[src/rtl/kce_pkg.sv]
// Shared types and constants of the k-means cluster engine.
`default_nettype none
package kce_pkg;

  // Item operation codes.
  localparam logic [1:0] OP_LOAD = 2'd0;
  localparam logic [1:0] OP_RUN  = 2'd1;
  localparam logic [1:0] OP_READ = 2'd2;

  // Cycles from the last distance issue to the last label write.
  localparam int DRAIN_CYCLES = 4;
  localparam int DRAIN_W      = 2;

  // Configuration register indexes.
  localparam logic [1:0] REG_NUM_CLUSTERS    = 2'd0;
  localparam logic [1:0] REG_NUM_POINTS      = 2'd1;
  localparam logic [1:0] REG_ITERATION_LIMIT = 2'd2;

  // Commands from the controller to the datapath.
  typedef struct packed {
    logic load;
    logic lbl_rd_op;
    logic lbl_clr;
    logic res_read;
    logic res_run;
    logic seed_rd;
    logic asg_issue;
    logic first_d;
    logic last_d;
    logic last_c;
    logic clr_wr;
    logic cnt_clr;
    logic cnt_rd_lbl;
    logic cnt_wr;
    logic acc_rd;
    logic acc_wr;
    logic div_start;
    logic cen_wr_div;
  } kce_cmd_t;

  // Status from the datapath to the controller.
  typedef struct packed {
    logic cnt_zero;
    logic div_done;
  } kce_stat_t;

endpackage
`default_nettype wire

[src/rtl/kce_ctrl.sv]
// Controller: state machine sequencing seeding, assignment and mean updates.
`default_nettype none
module kce_ctrl #(
  parameter int DIMS         = 16,
  parameter int MAX_POINTS   = 256,
  parameter int MAX_CLUSTERS = 8,
  localparam int DIM_W   = (DIMS > 1) ? $clog2(DIMS) : 1,
  localparam int PT_W    = $clog2(MAX_POINTS),
  localparam int CL_W    = $clog2(MAX_CLUSTERS)
) (
  input  wire logic               clk,
  input  wire logic               rst,
  input  wire logic               start,
  input  wire logic [1:0]         opcode,
  input  wire logic [3:0]         num_clusters,
  input  wire logic [8:0]         num_points,
  input  wire logic [9:0]         iteration_limit,
  input  wire kce_pkg::kce_stat_t stat,
  output logic                    busy,
  output kce_pkg::kce_cmd_t       cmd,
  output logic [PT_W-1:0]         p_idx,
  output logic [CL_W-1:0]         c_idx,
  output logic [DIM_W-1:0]        d_idx
);

  typedef enum logic [19:0] {
    S_INIT     = 20'b00000000000000000001,
    S_IDLE     = 20'b00000000000000000010,
    S_RDRES    = 20'b00000000000000000100,
    S_SEED     = 20'b00000000000000001000,
    S_SEEDW    = 20'b00000000000000010000,
    S_ASG      = 20'b00000000000000100000,
    S_DRAIN    = 20'b00000000000001000000,
    S_CLR      = 20'b00000000000010000000,
    S_ACC_LBL  = 20'b00000000000100000000,
    S_ACC_CNT  = 20'b00000000001000000000,
    S_ACC_CNTW = 20'b00000000010000000000,
    S_ACC_RD   = 20'b00000000100000000000,
    S_ACC_WR   = 20'b00000001000000000000,
    S_DIV_CNT  = 20'b00000010000000000000,
    S_DIV_CHK  = 20'b00000100000000000000,
    S_DIV_RD   = 20'b00001000000000000000,
    S_DIV_LD   = 20'b00010000000000000000,
    S_DIV_RUN  = 20'b00100000000000000000,
    S_DIV_WR   = 20'b01000000000000000000,
    S_DONE     = 20'b10000000000000000000
  } state_t;

  state_t state;
  logic [CL_W-1:0]    k_last;
  logic [PT_W-1:0]    n_last;
  logic [9:0]         iter;
  logic [kce_pkg::DRAIN_W-1:0] drain;
  logic               accept;
  logic               last_d;
  logic               last_c;
  logic               last_p;
  logic               last_it;
  logic [CL_W-1:0]    k_last_next;
  logic [PT_W-1:0]    n_last_next;
  int                 kv;
  int                 nv;

  assign accept  = start && !busy;
  assign busy    = (state != S_IDLE);
  assign last_d  = (d_idx == DIM_W'(DIMS - 1));
  assign last_c  = (c_idx == k_last);
  assign last_p  = (p_idx == n_last);
  assign last_it = (iter == iteration_limit - 10'd1);

  // Clamp the cluster and point counts to their usable ranges.
  always_comb begin
    kv = int'(num_clusters);
    nv = int'(num_points);
    if (kv < 1) kv = 1;
    if (kv > MAX_CLUSTERS) kv = MAX_CLUSTERS;
    if (kv > MAX_POINTS) kv = MAX_POINTS;
    if (nv < 1) nv = 1;
    if (nv > MAX_POINTS) nv = MAX_POINTS;
    k_last_next = CL_W'(kv - 1);
    n_last_next = PT_W'(nv - 1);
  end

  // Command decode per state.
  always_comb begin
    cmd = '0;
    unique case (state)
      S_IDLE: begin
        cmd.load      = accept && (opcode == kce_pkg::OP_LOAD);
        cmd.lbl_rd_op = accept && (opcode == kce_pkg::OP_READ);
      end
      S_INIT:     cmd.lbl_clr = 1'b1;
      S_RDRES:    cmd.res_read = 1'b1;
      S_SEED:     cmd.seed_rd = 1'b1;
      S_ASG: begin
        cmd.asg_issue = 1'b1;
        cmd.first_d   = (d_idx == '0);
        cmd.last_d    = last_d;
        cmd.last_c    = last_c;
      end
      S_CLR: begin
        cmd.clr_wr  = 1'b1;
        cmd.cnt_clr = (d_idx == '0);
      end
      S_ACC_CNT:  cmd.cnt_rd_lbl = 1'b1;
      S_ACC_CNTW: cmd.cnt_wr = 1'b1;
      S_ACC_RD:   cmd.acc_rd = 1'b1;
      S_ACC_WR:   cmd.acc_wr = 1'b1;
      S_DIV_LD:   cmd.div_start = 1'b1;
      S_DIV_WR:   cmd.cen_wr_div = 1'b1;
      S_DONE:     cmd.res_run = 1'b1;
      default: ;
    endcase
  end

  // Sequencing and loop counters.
  always_ff @(posedge clk) begin
    if (rst) begin
      state  <= S_INIT;
      p_idx  <= '0;
      c_idx  <= '0;
      d_idx  <= '0;
      iter   <= '0;
      drain  <= '0;
      k_last <= '0;
      n_last <= '0;
    end else begin
      unique case (state)
        S_INIT: begin
          p_idx <= p_idx + 1'b1;
          if (p_idx == PT_W'(MAX_POINTS - 1)) begin
            p_idx <= '0;
            state <= S_IDLE;
          end
        end
        S_IDLE: begin
          if (accept && (opcode == kce_pkg::OP_RUN)) begin
            k_last <= k_last_next;
            n_last <= n_last_next;
            c_idx  <= '0;
            d_idx  <= '0;
            state  <= S_SEED;
          end else if (accept && (opcode == kce_pkg::OP_READ)) begin
            state <= S_RDRES;
          end
        end
        S_RDRES: state <= S_IDLE;
        S_SEED: begin
          d_idx <= d_idx + 1'b1;
          if (last_d) begin
            d_idx <= '0;
            c_idx <= c_idx + 1'b1;
            if (last_c) begin
              c_idx <= '0;
              state <= S_SEEDW;
            end
          end
        end
        S_SEEDW: begin
          p_idx <= '0;
          iter  <= '0;
          state <= (iteration_limit == '0) ? S_DONE : S_ASG;
        end
        S_ASG: begin
          d_idx <= d_idx + 1'b1;
          if (last_d) begin
            d_idx <= '0;
            c_idx <= c_idx + 1'b1;
            if (last_c) begin
              c_idx <= '0;
              p_idx <= p_idx + 1'b1;
              if (last_p) begin
                p_idx <= '0;
                drain <= '0;
                state <= S_DRAIN;
              end
            end
          end
        end
        S_DRAIN: begin
          drain <= drain + 1'b1;
          if (drain == kce_pkg::DRAIN_W'(kce_pkg::DRAIN_CYCLES - 1)) begin
            state <= S_CLR;
          end
        end
        S_CLR: begin
          d_idx <= d_idx + 1'b1;
          if (last_d) begin
            d_idx <= '0;
            c_idx <= c_idx + 1'b1;
            if (last_c) begin
              c_idx <= '0;
              p_idx <= '0;
              state <= S_ACC_LBL;
            end
          end
        end
        S_ACC_LBL:  state <= S_ACC_CNT;
        S_ACC_CNT:  state <= S_ACC_CNTW;
        S_ACC_CNTW: state <= S_ACC_RD;
        S_ACC_RD:   state <= S_ACC_WR;
        S_ACC_WR: begin
          d_idx <= d_idx + 1'b1;
          state <= S_ACC_RD;
          if (last_d) begin
            d_idx <= '0;
            p_idx <= p_idx + 1'b1;
            state <= S_ACC_LBL;
            if (last_p) begin
              p_idx <= '0;
              c_idx <= '0;
              state <= S_DIV_CNT;
            end
          end
        end
        S_DIV_CNT: state <= S_DIV_CHK;
        S_DIV_CHK: begin
          d_idx <= '0;
          if (!stat.cnt_zero) begin
            state <= S_DIV_RD;
          end else if (!last_c) begin
            c_idx <= c_idx + 1'b1;
            state <= S_DIV_CNT;
          end else begin
            c_idx <= '0;
            iter  <= iter + 1'b1;
            state <= last_it ? S_DONE : S_ASG;
          end
        end
        S_DIV_RD: state <= S_DIV_LD;
        S_DIV_LD: state <= S_DIV_RUN;
        S_DIV_RUN: begin
          if (stat.div_done) begin
            state <= S_DIV_WR;
          end
        end
        S_DIV_WR: begin
          d_idx <= d_idx + 1'b1;
          state <= S_DIV_RD;
          if (last_d) begin
            d_idx <= '0;
            if (!last_c) begin
              c_idx <= c_idx + 1'b1;
              state <= S_DIV_CNT;
            end else begin
              c_idx <= '0;
              iter  <= iter + 1'b1;
              state <= last_it ? S_DONE : S_ASG;
            end
          end
        end
        S_DONE: state <= S_IDLE;
        default: state <= S_IDLE;
      endcase
    end
  end

endmodule
`default_nettype wire

[config.mk]
export PLATFORM = sky130hd
export DESIGN_NAME = kce_ctrl
export DESIGN_NICKNAME = d
export VERILOG_FILES = /design/src/rtl/kce_pkg.sv /design/src/rtl/kce_ctrl.sv
export SDC_FILE = /design/constraint.sdc
export NUM_CORES = 1
export LEC_CHECK = 0
export BUFFER_PORTS_ARGS = -buffer_cell sky130_fd_sc_hd__buf_2
export CAP_MARGIN = 20
export CORE_ASPECT_RATIO = 0.9
export CORE_MARGIN = 10
export CORE_UTILIZATION = 60
export DETAILED_ROUTE_END_ITERATION = 8
export PLACE_DENSITY = 0.88
export SLEW_MARGIN = 20
export SYNTH_ARGS = -nofsm -noshare
export SYNTH_HDL_FRONTEND = slang
export SYNTH_SLANG_ARGS = --single-unit
[constraint.sdc]
create_clock -name clk -period 3.75 [get_ports clk]
set_input_delay 0.1875 -clock clk [delete_from_list [all_inputs] [get_ports clk]]
set_output_delay 0.1875 -clock clk [all_outputs]
set_load 0.05 [all_outputs]
== After elaboration in Yosys (flattened, before gate mapping) ==
Index checks and enable logic that the tools add are counted.
Word-level totals
  bits in registers: 58
  bits of input ports: 30
Operators by class
  add/subtract/negate cells: 8
  reductions and logical operators: 22
  equality and inequality tests: 46
  muxes and demuxes: 64
  order comparisons: 5
Operator list (count)
  20-bit case mux with 18 select lines: 1
  20-bit two-way mux: 17
  8-bit two-way mux: 8
  8-bit case mux with 5 select lines: 1
  32-bit by 10-bit > comparator with 1-bit output (second input constant): 1
  32-bit by 5-bit > comparator with 1-bit output (second input constant): 1
  10-bit two-way mux: 3
  2-bit inequality test (second input constant): 15
  10-bit case mux with 3 select lines: 1
  14-bit two-way mux: 2
  3-bit two-way mux: 7
  20-bit by 1-bit == test with 1-bit output (second input constant): 1
  20-bit by 10-bit == test with 1-bit output (second input constant): 1
  20-bit by 11-bit == test with 1-bit output (second input constant): 1
  20-bit by 12-bit == test with 1-bit output (second input constant): 1
  20-bit by 13-bit == test with 1-bit output (second input constant): 1
  20-bit by 14-bit == test with 1-bit output (second input constant): 1
  20-bit by 15-bit == test with 1-bit output (second input constant): 1
  20-bit by 16-bit == test with 1-bit output (second input constant): 1
  20-bit by 17-bit == test with 1-bit output (second input constant): 1
  20-bit by 18-bit == test with 1-bit output (second input constant): 1
  20-bit by 19-bit == test with 1-bit output (second input constant): 1
  20-bit by 2-bit == test with 1-bit output (second input constant): 1
  20-bit == test (second input constant): 1
  51 further kinds: 75

== Depth between registers and ports, before layout ==
Gate-level depths: netlist (run 1).
  word-level depth: 7
  gate-level depth with buffers: 11

== Worst setup path after synthesis (run 1) ==
No wires, ideal clock.
  kind: flip-flop to output port
  from: reg state[8]
  to: out cmd[17] (netlist name)
  stages on the path, launching flop included: 7
  arrival time: 3444 ps
  data required time: 3562 ps
  path slack: 118 ps
  cells stage by stage: dfxtp_1 -> or4_4 -> or4b_4 -> nor3_4 -> inv_2 -> buf_6 -> nor4b_1
RTL lines
  start, declared: line kce_ctrl.sv:49  | state_t state;
  start signal, assigned: line kce_ctrl.sv:162  | state <= (iteration_limit == '0) ? S_DONE : S_ASG;
  start signal, assigned: line kce_ctrl.sv:227  | state <= last_it ? S_DONE : S_ASG;
  end, declared: line kce_ctrl.sv:20  | output kce_pkg::kce_cmd_t cmd,

==> results of run 1 <==
-- synthesized netlist by cell type, types with 3 or more instances --
cell type / count
nand3_1: 21
and3_1: 12
nor4_1: 9
or2_2: 3
o31ai_1: 3
nand2_1: 36
xnor2_1: 23
mux2i_1: 6
nor2b_1: 8
nor3b_1: 8
o21ai_0: 10
nor3_1: 25
a21oi_1: 26
nor2_1: 58
nor4b_1: 5
clkbuf_1: 7
and2_1: 3
ha_1: 9
xor2_1: 21
nand2b_1: 6
nand3b_1: 6
or4_1: 9
dfxtp_1: 58
inv_1: 11
buf_2: 3
a211oi_1: 10
nand4_1: 10
or3_1: 9
-- metal layers --
| metal | global-route usage (%) | part of all wire, % |
|---|---|---|
| met1 | 26.0 | 41 |
| met2 | 35.8 | 48 |
| met3 | 5.87 | 9.5 |
| met4 | 9.39 | 2.1 |
| met5 | 0 | 0 |
-- sequential cells by signal, summed over array words and instances, names as in the netlist --
name,cells
d_idx,4
c_idx,3
state,20
drain,2
p_idx,8
iter,10
k_last,3
n_last,8
-- cells by family after synthesis --
family | count (synthesis) | share of synthesized area [%]
buf+inv | 25 | 2.89
fa+ha+maj | 9 | 2.99
compound gates | 78 | 14.5
xor+xnor | 44 | 10.2
flops | 58 | 30.8
simple gates | 248 | 37.0
mux | 6 | 1.59
-- final cells by class --
| cell class | count | area [um^2] | share of cell area, % |
|---|---|---|---|
| Timing Repair Buffer | 64 | 323 | 7.40 |
| Clock buffer | 11 | 141 | 3.24 |
| Tap cell | 87 | 109 | 2.50 |
| Inverter | 13 | 48.8 | 1.12 |
| Clock inverter | 5 | 77.6 | 1.78 |
| Multi-Input combinational cell | 385 | 2500 | 57.3 |
| Sequential cell | 58 | 1160 | 26.6 |
-- worst max-delay path, stage by stage, from the launching register on --
cell     delay, ns
dfxtp_1       0.39
nor4_1        0.50
nand3_1       0.47
or3_1         0.54
inv_1         0.15
and3_1        0.18
buf_2         0.26
-- where the power goes --
group,total (uW),internal (uW),switching (uW)
sequential,646,627,18.7
combinational,234,78.7,155
clock,644,390,254
total,1520,1100,428
-- path summary, 6_finish.rpt --
kind                            cells after the start        end      start
worst max-delay path                                6    cmd[10]  state[16]
worst min-delay path                                3  state[17]    stat[0]
worst max register to register                      7   c_idx[2]  state[16]
worst min register to register                      2  n_last[5]  n_last[5]
-- through the flow --
step / worst slack [ns] / instance area [um^2] / utilization, % / total power [uW]
2_1_floorplan: 0.118 / 3770 / - / 820
3_3_place_gp: 1.01 / 4140 / 67.7 / 881
3_5_place_dp: 0.936 / 4140 / 67.7 / 890
4_1_cts: 0.736 / 4360 / 71.3 / 1530
5_1_grt: 0.395 / 4360 / 71.3 / 1580
6_report: 0.705 / 4360 / 71.3 / 1520
==> flow_summary.ini, run 1 <==
[timing]
hold_viol_final = 0
tightest_slew_ns = 0.755
slew_violations = 0
finalCritPeriodShare_pct = 81.2
fmax_mhz = 328
rsz0062_at_grt = no
holdWs_ns = 0.137
tns_ns = 0
setup_viol = 0
layout_min_cycle_time_ns = 3.04
relSlewSlack_pct = 48.4
fin_skew_ns = 0.00920

[detailed_routing]
wire_per_inst_um = 16.7
drc_errors = 0
vias = 3831
wl_um = 10400
viasPerCell = 6.15
drt_first_pass_iters = 5
drt_iter0_drc = 351
final_antenna_net_count = 0

[logic_synthesis]
synth_edf_count = 0
synthCells = 468
async_flop_share_pct = 0
yosys.area.top_type_share_pct = 30.8
synth_nets = 507
yosysWarnings = 0
ys_seq_elements = 58
yosys_most_used_dff = dfxtp_1
synth_top_area_cell = dfxtp_1
synth_area_per_cell_um2 = 8.06
ys_types = 71
syn_area_um2 = 3770
synthTopCellsByArea = dfxtp_1, nor2_1, xnor2_1
seq_area_frac_synth_pct = 30.8

[clock_network]
cts_max_level = 3
cts_hold_buf = 0
postCtsSetupRepairBufs = 0
clock-root-buffer = clkbuf_8
ctsResizeCount = 0
path_clk_slew_ns = 0.07
clock-sinks = 58
clk_latency_ns = 0.35
tritoncts = done
ctsLongestPathBuffers = 2
numCtsBuffers = 9

[worst_setup_path]
rrSetupSlack_ns = 0.85
critPathCaptureType = output port
crit_path_start_kind = flip-flop
cp.arrival_ns = 2.86
required_ns = 3.56
path_max_fanout = 12
path_class = flip-flop to output port

[die]
die_y_um = 95.2
chipWidth_um = 104
start_util_pct = 61.7
coreArea_um2 = 6110
rows = 27
dieArea_um2 = 9860
ios = 64

[placement]
hpwl_um = 7820
portBuffers = 63
gp_congestion = 0.994
dp_cells = 607

[global_routing]
grt_first_pass_wirelength_um = 17800
grt_pass1_vias = 3710
gr-usage-all-layers_pct = 21.5
grt_start_max_net_pins = 36
overflow = 0
antenna_found_initial = 0

[finish]
mostFrequentLayoutCells = buf_2, nor2_1, dfxtp_1
n_fill_cell = 482
nets = 570
drive_gt1_share_pct = 18.8
final_common_cell = buf_2
diodes = 0
fin_cells = 623
area_growth_pct = 15.7

[pwr]
power_density_nw_per_um2 = 350
irDropWorstVdd_mv = 0.308
p_leak_uw = 0.00184

[flow_run]
drv_cap = 0

[hold_path]
hp-class = primary input to flip-flop

[run_status]
status = complete, no violations
Power figures use the tool's default switching activity.
==> run 2, diff against run 1 <==
--- a/config.mk
+++ b/config.mk
@@ -5,13 +5,14 @@
 export SDC_FILE = /design/constraint.sdc
 export NUM_CORES = 1
 export LEC_CHECK = 0
+export ABC_AREA = 1
 export BUFFER_PORTS_ARGS = -buffer_cell sky130_fd_sc_hd__buf_2
 export CAP_MARGIN = 20
 export CORE_ASPECT_RATIO = 0.9
 export CORE_MARGIN = 10
-export CORE_UTILIZATION = 60
+export CORE_UTILIZATION = 59
 export DETAILED_ROUTE_END_ITERATION = 8
-export PLACE_DENSITY = 0.88
+export PLACE_DENSITY = 0.86
 export SLEW_MARGIN = 20
 export SYNTH_ARGS = -nofsm -noshare
 export SYNTH_HDL_FRONTEND = slang
==> constraint.sdc (replaced) <==
create_clock -name clk -period 3.2 [get_ports clk]
set_input_delay 0.16 -clock clk [delete_from_list [all_inputs] [get_ports clk]]
set_output_delay 0.16 -clock clk [all_outputs]
set_load 0.05 [all_outputs]
==> flow_summary.ini, run 2 <==
[finish]
largest_reg_flops = 20
largestRegisters = state: 20 flops, iter: 10 flops
nets = 857
mostFrequentLayoutCells = nand2_1, inv_1, nor2_1
final_common_cell = nand2_1
area_growth_pct = 11.2
fin_area_um2 = 5220
drive_gt1_share_pct = 15.9
diodes = 0
regMostFlops = state

[logic_synthesis]
async_flop_share_pct = 0
seq_area_frac_synth_pct = 24.7
yosys_most_used_dff = dfxtp_1
yosys.area.top_type_share_pct = 24.7
synth_edf_count = 0
yosysMostFrequentCell = nand2_1
synthCells = 761
synth_area_per_cell_um2 = 6.17
synth_common_cells = nand2_1, inv_1, nor2_1
ys_types = 50
synth_top_area_cell = dfxtp_1
syn_area_um2 = 4690
ys_seq_elements = 58
yosysWarnings = 0
synth_nets = 800
synthTopCellsByArea = dfxtp_1, nand2_1, nand3_1

[timing]
rsz0062_at_grt = no
setup_ws_ns = 0.591
fin_skew_ns = 0.0139
tns_ns = 0
slew_violations = 0
hold_viol_final = 0
tightest_slew_ns = 0.682
relSlewSlack_pct = 54.2
setup_viol = 0
fmax_mhz = 383
layout_min_cycle_time_ns = 2.61
finalCritPeriodShare_pct = 81.5

[worst_setup_path]
cp_cell_sequence = nor2_1, nand2_2, nor2_2, nand3_1, nor4_2, buf_2
required_ns = 3.04
cp_top_family = simple AND/OR/NAND/NOR gates
cp-startpoint = state[5]
crit_path_start_kind = flip-flop
path_max_fanout = 12
path_class = flip-flop to output port
cp_slowest_cell = nor4_2
max_stage_delay_ns = 0.46
rr_startpoint = state[5]
cp_num_buf_inv = 1
cp.arrival_ns = 2.45
critPathCaptureType = output port

[pwr]
swShare_pct = 32.0
power_density_nw_per_um2 = 344
power.internal_uw = 1220
seqPwrFrac_pct = 42.4
finalPower_uw = 1790
power.switching_uw = 575
p_leak_uw = 0.00263
pwr-share-comb_pct = 20.4
irDropWorstVdd_mv = 0.238
power.share.clock_pct = 37.2

[die]
coreArea_um2 = 7660
die_y_um = 105
start_util_pct = 61.3
dieArea_um2 = 11900
rows = 30
ios = 64
chipWidth_um = 114

[placement]
hpwl_um = 10800
gp_congestion = 0.978
place_ws_ns = 0.735
place_area_um2 = 5030
portBuffers = 63

[global_routing]
grt_use_met2_pct = 36.7
grt_start_max_net_pins = 42
busiest_layer = met2
grt_first_pass_wirelength_um = 22700
grt_pass1_vias = 4900
gr-usage-all-layers_pct = 22.4
overflow = 0
antenna_found_initial = 0
met1_usage_pct = 28.2
use_met3_pct = 6.12

[flow_run]
drv_cap = 0

[detailed_routing]
vias = 5229
wire_per_inst_um = 14.9
viasPerCell = 5.70
wl_um = 13700
drc_errors = 0
drt_first_pass_iters = 5
final_antenna_net_count = 0
drt_iter0_drc = 417

[clock_network]
clk_latency_ns = 0.35
cts_max_level = 3
clock-sinks = 58
tritoncts = done
clock-root-buffer = clkbuf_8
ctsLongestPathBuffers = 2
path_clk_slew_ns = 0.07
ctsResizeCount = 0
cts_hold_buf = 0
postCtsSetupRepairBufs = 0
numCtsBuffers = 9

[run_status]
status = complete, no violations

[hold_path]
hp-class = primary input to flip-flop
min_from = stat[1]
-- run 2: worst reg2reg max path: stages, from the launching register on --
cell	delay, ns
dfxtp_1	0.33
nor2_1	0.16
nand2_2	0.12
nor2_2	0.41
nand4_2	0.27
nand2_4	0.21
inv_2	0.06
o21ai_2	0.36
nand2_2	0.25
nor3_2	0.16
nor2_1	0.06
nor2_1	0.07
-- run 2: metal layers --
metal | wire (um) | share of wire [%]
met1 | 5730 | 42
met4 | 197 | 1.4
met2 | 6480 | 47
met5 | 0 | 0
met3 | 1280 | 9.3
-- run 2: layout make-up --
type / count / area (um^2)
clock buffer: 12 / 145
sequential: 58 / 1160
inverter: 113 / 425
tap: 96 / 120
multi-input combinational: 572 / 3000
clock inverter: 3 / 40.0
fill: 700 / 2440
timing repair buffer: 64 / 323
-- run 2: cells by family after synthesis --
kind of cell	count (synthesis)	synth area share [%]
xor gates and xnor gates	34	6.34
AOI/OAI and AO/OA	87	10.3
DFF	58	24.7
buffers and inverters	131	11.3
and+or+nand+nor	442	44.9
adders and majority gates	9	2.40
-- run 2: power by group through the flow --
| stage | registers, uW | clock network, uW | logic, uW |
|---|---|---|---|
| floorplan | 804 | 0 | 230 |
| global placement | 774 | 0 | 349 |
| detailed placement | 775 | 0 | 360 |
| CTS | 759 | 674 | 361 |
| global route | 761 | 708 | 402 |
| finish | 760 | 668 | 366 |
-- run 2: stage by stage --
| step | cells | util (%) | hold WS [ns] |
|---|---|---|---|
| floorplan | 761 | - | 0.332 |
| global placement | 903 | 65.7 | 0.458 |
| detailed placement | 903 | 65.7 | 0.467 |
| CTS | 918 | 68.2 | 0.115 |
| global route | 918 | 68.2 | 0.151 |
| finish | 918 | 68.2 | 0.113 |
-- run 2: worst paths after layout --
path	endpoint	slack (ns)	cells past startpoint
setup / recovery	cmd[2]	0.59	6
hold / removal	state[15]	0.11	4
setup reg to reg	iter[0]	0.67	11
hold reg to reg	k_last[1]	0.48	2
==> run 3, diff against run 2 <==
==> constraint.sdc (replaced) <==
create_clock -name clk -period 2.6 [get_ports clk]
set_input_delay 0.13 -clock clk [delete_from_list [all_inputs] [get_ports clk]]
set_output_delay 0.13 -clock clk [all_outputs]
set_load 0.05 [all_outputs]
==> flow_summary.ini, run 3 (synthesis results as in run 2) <==
[clock_network]
cts_max_level = 3
clock-sinks = 58
numCtsBuffers = 9
path_clk_slew_ns = 0.07
tritoncts = done
ctsResizeCount = 0
cts_hold_buf = 0
ctsLongestPathBuffers = 2
clock-root-buffer = clkbuf_8
postCtsSetupRepairBufs = 0
clk_latency_ns = 0.35

[global_routing]
grt_pass1_vias = 4838
grt_first_pass_wirelength_um = 22400
gr-usage-all-layers_pct = 22.0
antenna_found_initial = 0
grt_start_max_net_pins = 41
overflow = 0

[finish]
largestRegisters = state: 20 flops, iter: 10 flops
multiInputGateArea_um2 = 3010
fin_cells = 924
area_growth_pct = 12.4
seqCellArea_um2 = 1160
drive_gt1_share_pct = 17.0
final_common_cell = nand2_1
fin_area_um2 = 5280
regMostFlops = state
diodes = 0
n_fill_cell = 700
nets = 863
mostFrequentLayoutCells = nand2_1, inv_1, nor2_1
largest_reg_flops = 20

[detailed_routing]
final_antenna_net_count = 0
wire_per_inst_um = 14.7
viasPerCell = 5.68
drc_errors = 0
wl_um = 13600
vias = 5247
drt_first_pass_iters = 6
drt_iter0_drc = 435

[placement]
place_area_um2 = 5090
portBuffers = 63
dp_cells = 909
gp_congestion = 1.03
hpwl_um = 10600

[die]
ios = 64
start_util_pct = 61.3
die_y_um = 105
rows = 30
coreArea_um2 = 7660
dieArea_um2 = 11900
chipWidth_um = 114

[timing]
hold_viol_final = 0
fin_skew_ns = 0.00466
layout_min_cycle_time_ns = 2.46
finalCritPeriodShare_pct = 94.6
rsz0062_at_grt = no
fmax_mhz = 407
holdWs_ns = 0.0751
setup_viol = 0
slew_violations = 0
tns_ns = 0
relSlewSlack_pct = 61.8
tightest_slew_ns = 0.568

[worst_setup_path]
max_stage_delay_ns = 0.36
path_class = flip-flop to output port
cp_cell_sequence = nor2_2, nand2_4, nor2_8, nand3_2, nor2_2, inv_2, nor2_4, nand3_1, inv_1, buf_2
crit_path_start_kind = flip-flop
cp_top_family = simple AND/OR/NAND/NOR gates
path_common_cell = nor2_2
cp_slowest_cell = dfxtp_1
required_ns = 2.47
cp.arrival_ns = 2.33
cp_num_buf_inv = 3
critPathCaptureType = output port
path_max_fanout = 16

[pwr]
p_leak_uw = 0.00266
irDropWorstVdd_mv = 0.334
finalPower_uw = 2210
power_density_nw_per_um2 = 419

[run_status]
status = complete, no violations

[flow_run]
drv_cap = 0

[hold_path]
hp-class = primary input to flip-flop
==> run 3: power breakdown <==
part / total (uW) / switching (uW) / internal (uW)
Clock: 811 / 370 / 441
Combinational: 471 / 325 / 145
Sequential: 931 / 25.9 / 906
==> run 3: routing by layer <==
layer	track usage, %	vias up	wire, um
met5	0.417	-	0
met4	6.08	0	219
met3	6.58	37	1300
met2	34.3	229	6290
met1	28.6	2389	5810
li1	-	2592	-
==> run 3: worst paths after layout <==
check	to	startpoint	slack, ns	cells after the start
worst max-delay path	cmd[16]	state[12]	0.14	10
worst max register to register	iter[0]	state[3]	0.33	13
worst min-delay path	n_last[0]	num_points[0]	0.08	4
worst min register to register	k_last[0]	k_last[0]	0.48	2
==> run 3: cell type report <==
| cell class | instances | area share (%) |
|---|---|---|
| clock buffer | 13 | 3.39 |
| inverter | 113 | 8.06 |
| tap | 96 | 2.28 |
| sequential | 58 | 22.0 |
| clock inverter | 2 | 0.190 |
| multi-input combinational | 572 | 57.1 |
| timing repair buffer | 70 | 6.97 |
==> run 3: tightest hold or removal path: stages <==
cell	delay [ns]
buf_2	0.08
nor2_1	0.05
inv_1	0.06
a31oi_1	0.06
==> run 3: per-stage QoR <==
| step | setup slack (ns) | util, % |
|---|---|---|
| after global routing | 0.0343 | 68.9 |
| final | 0.140 | 68.9 |
| after detailed placement | 0.431 | 66.4 |
| after global placement | 0.496 | 66.4 |
| after floorplan | 0.109 | - |
| after CTS | 0.201 | 68.9 |
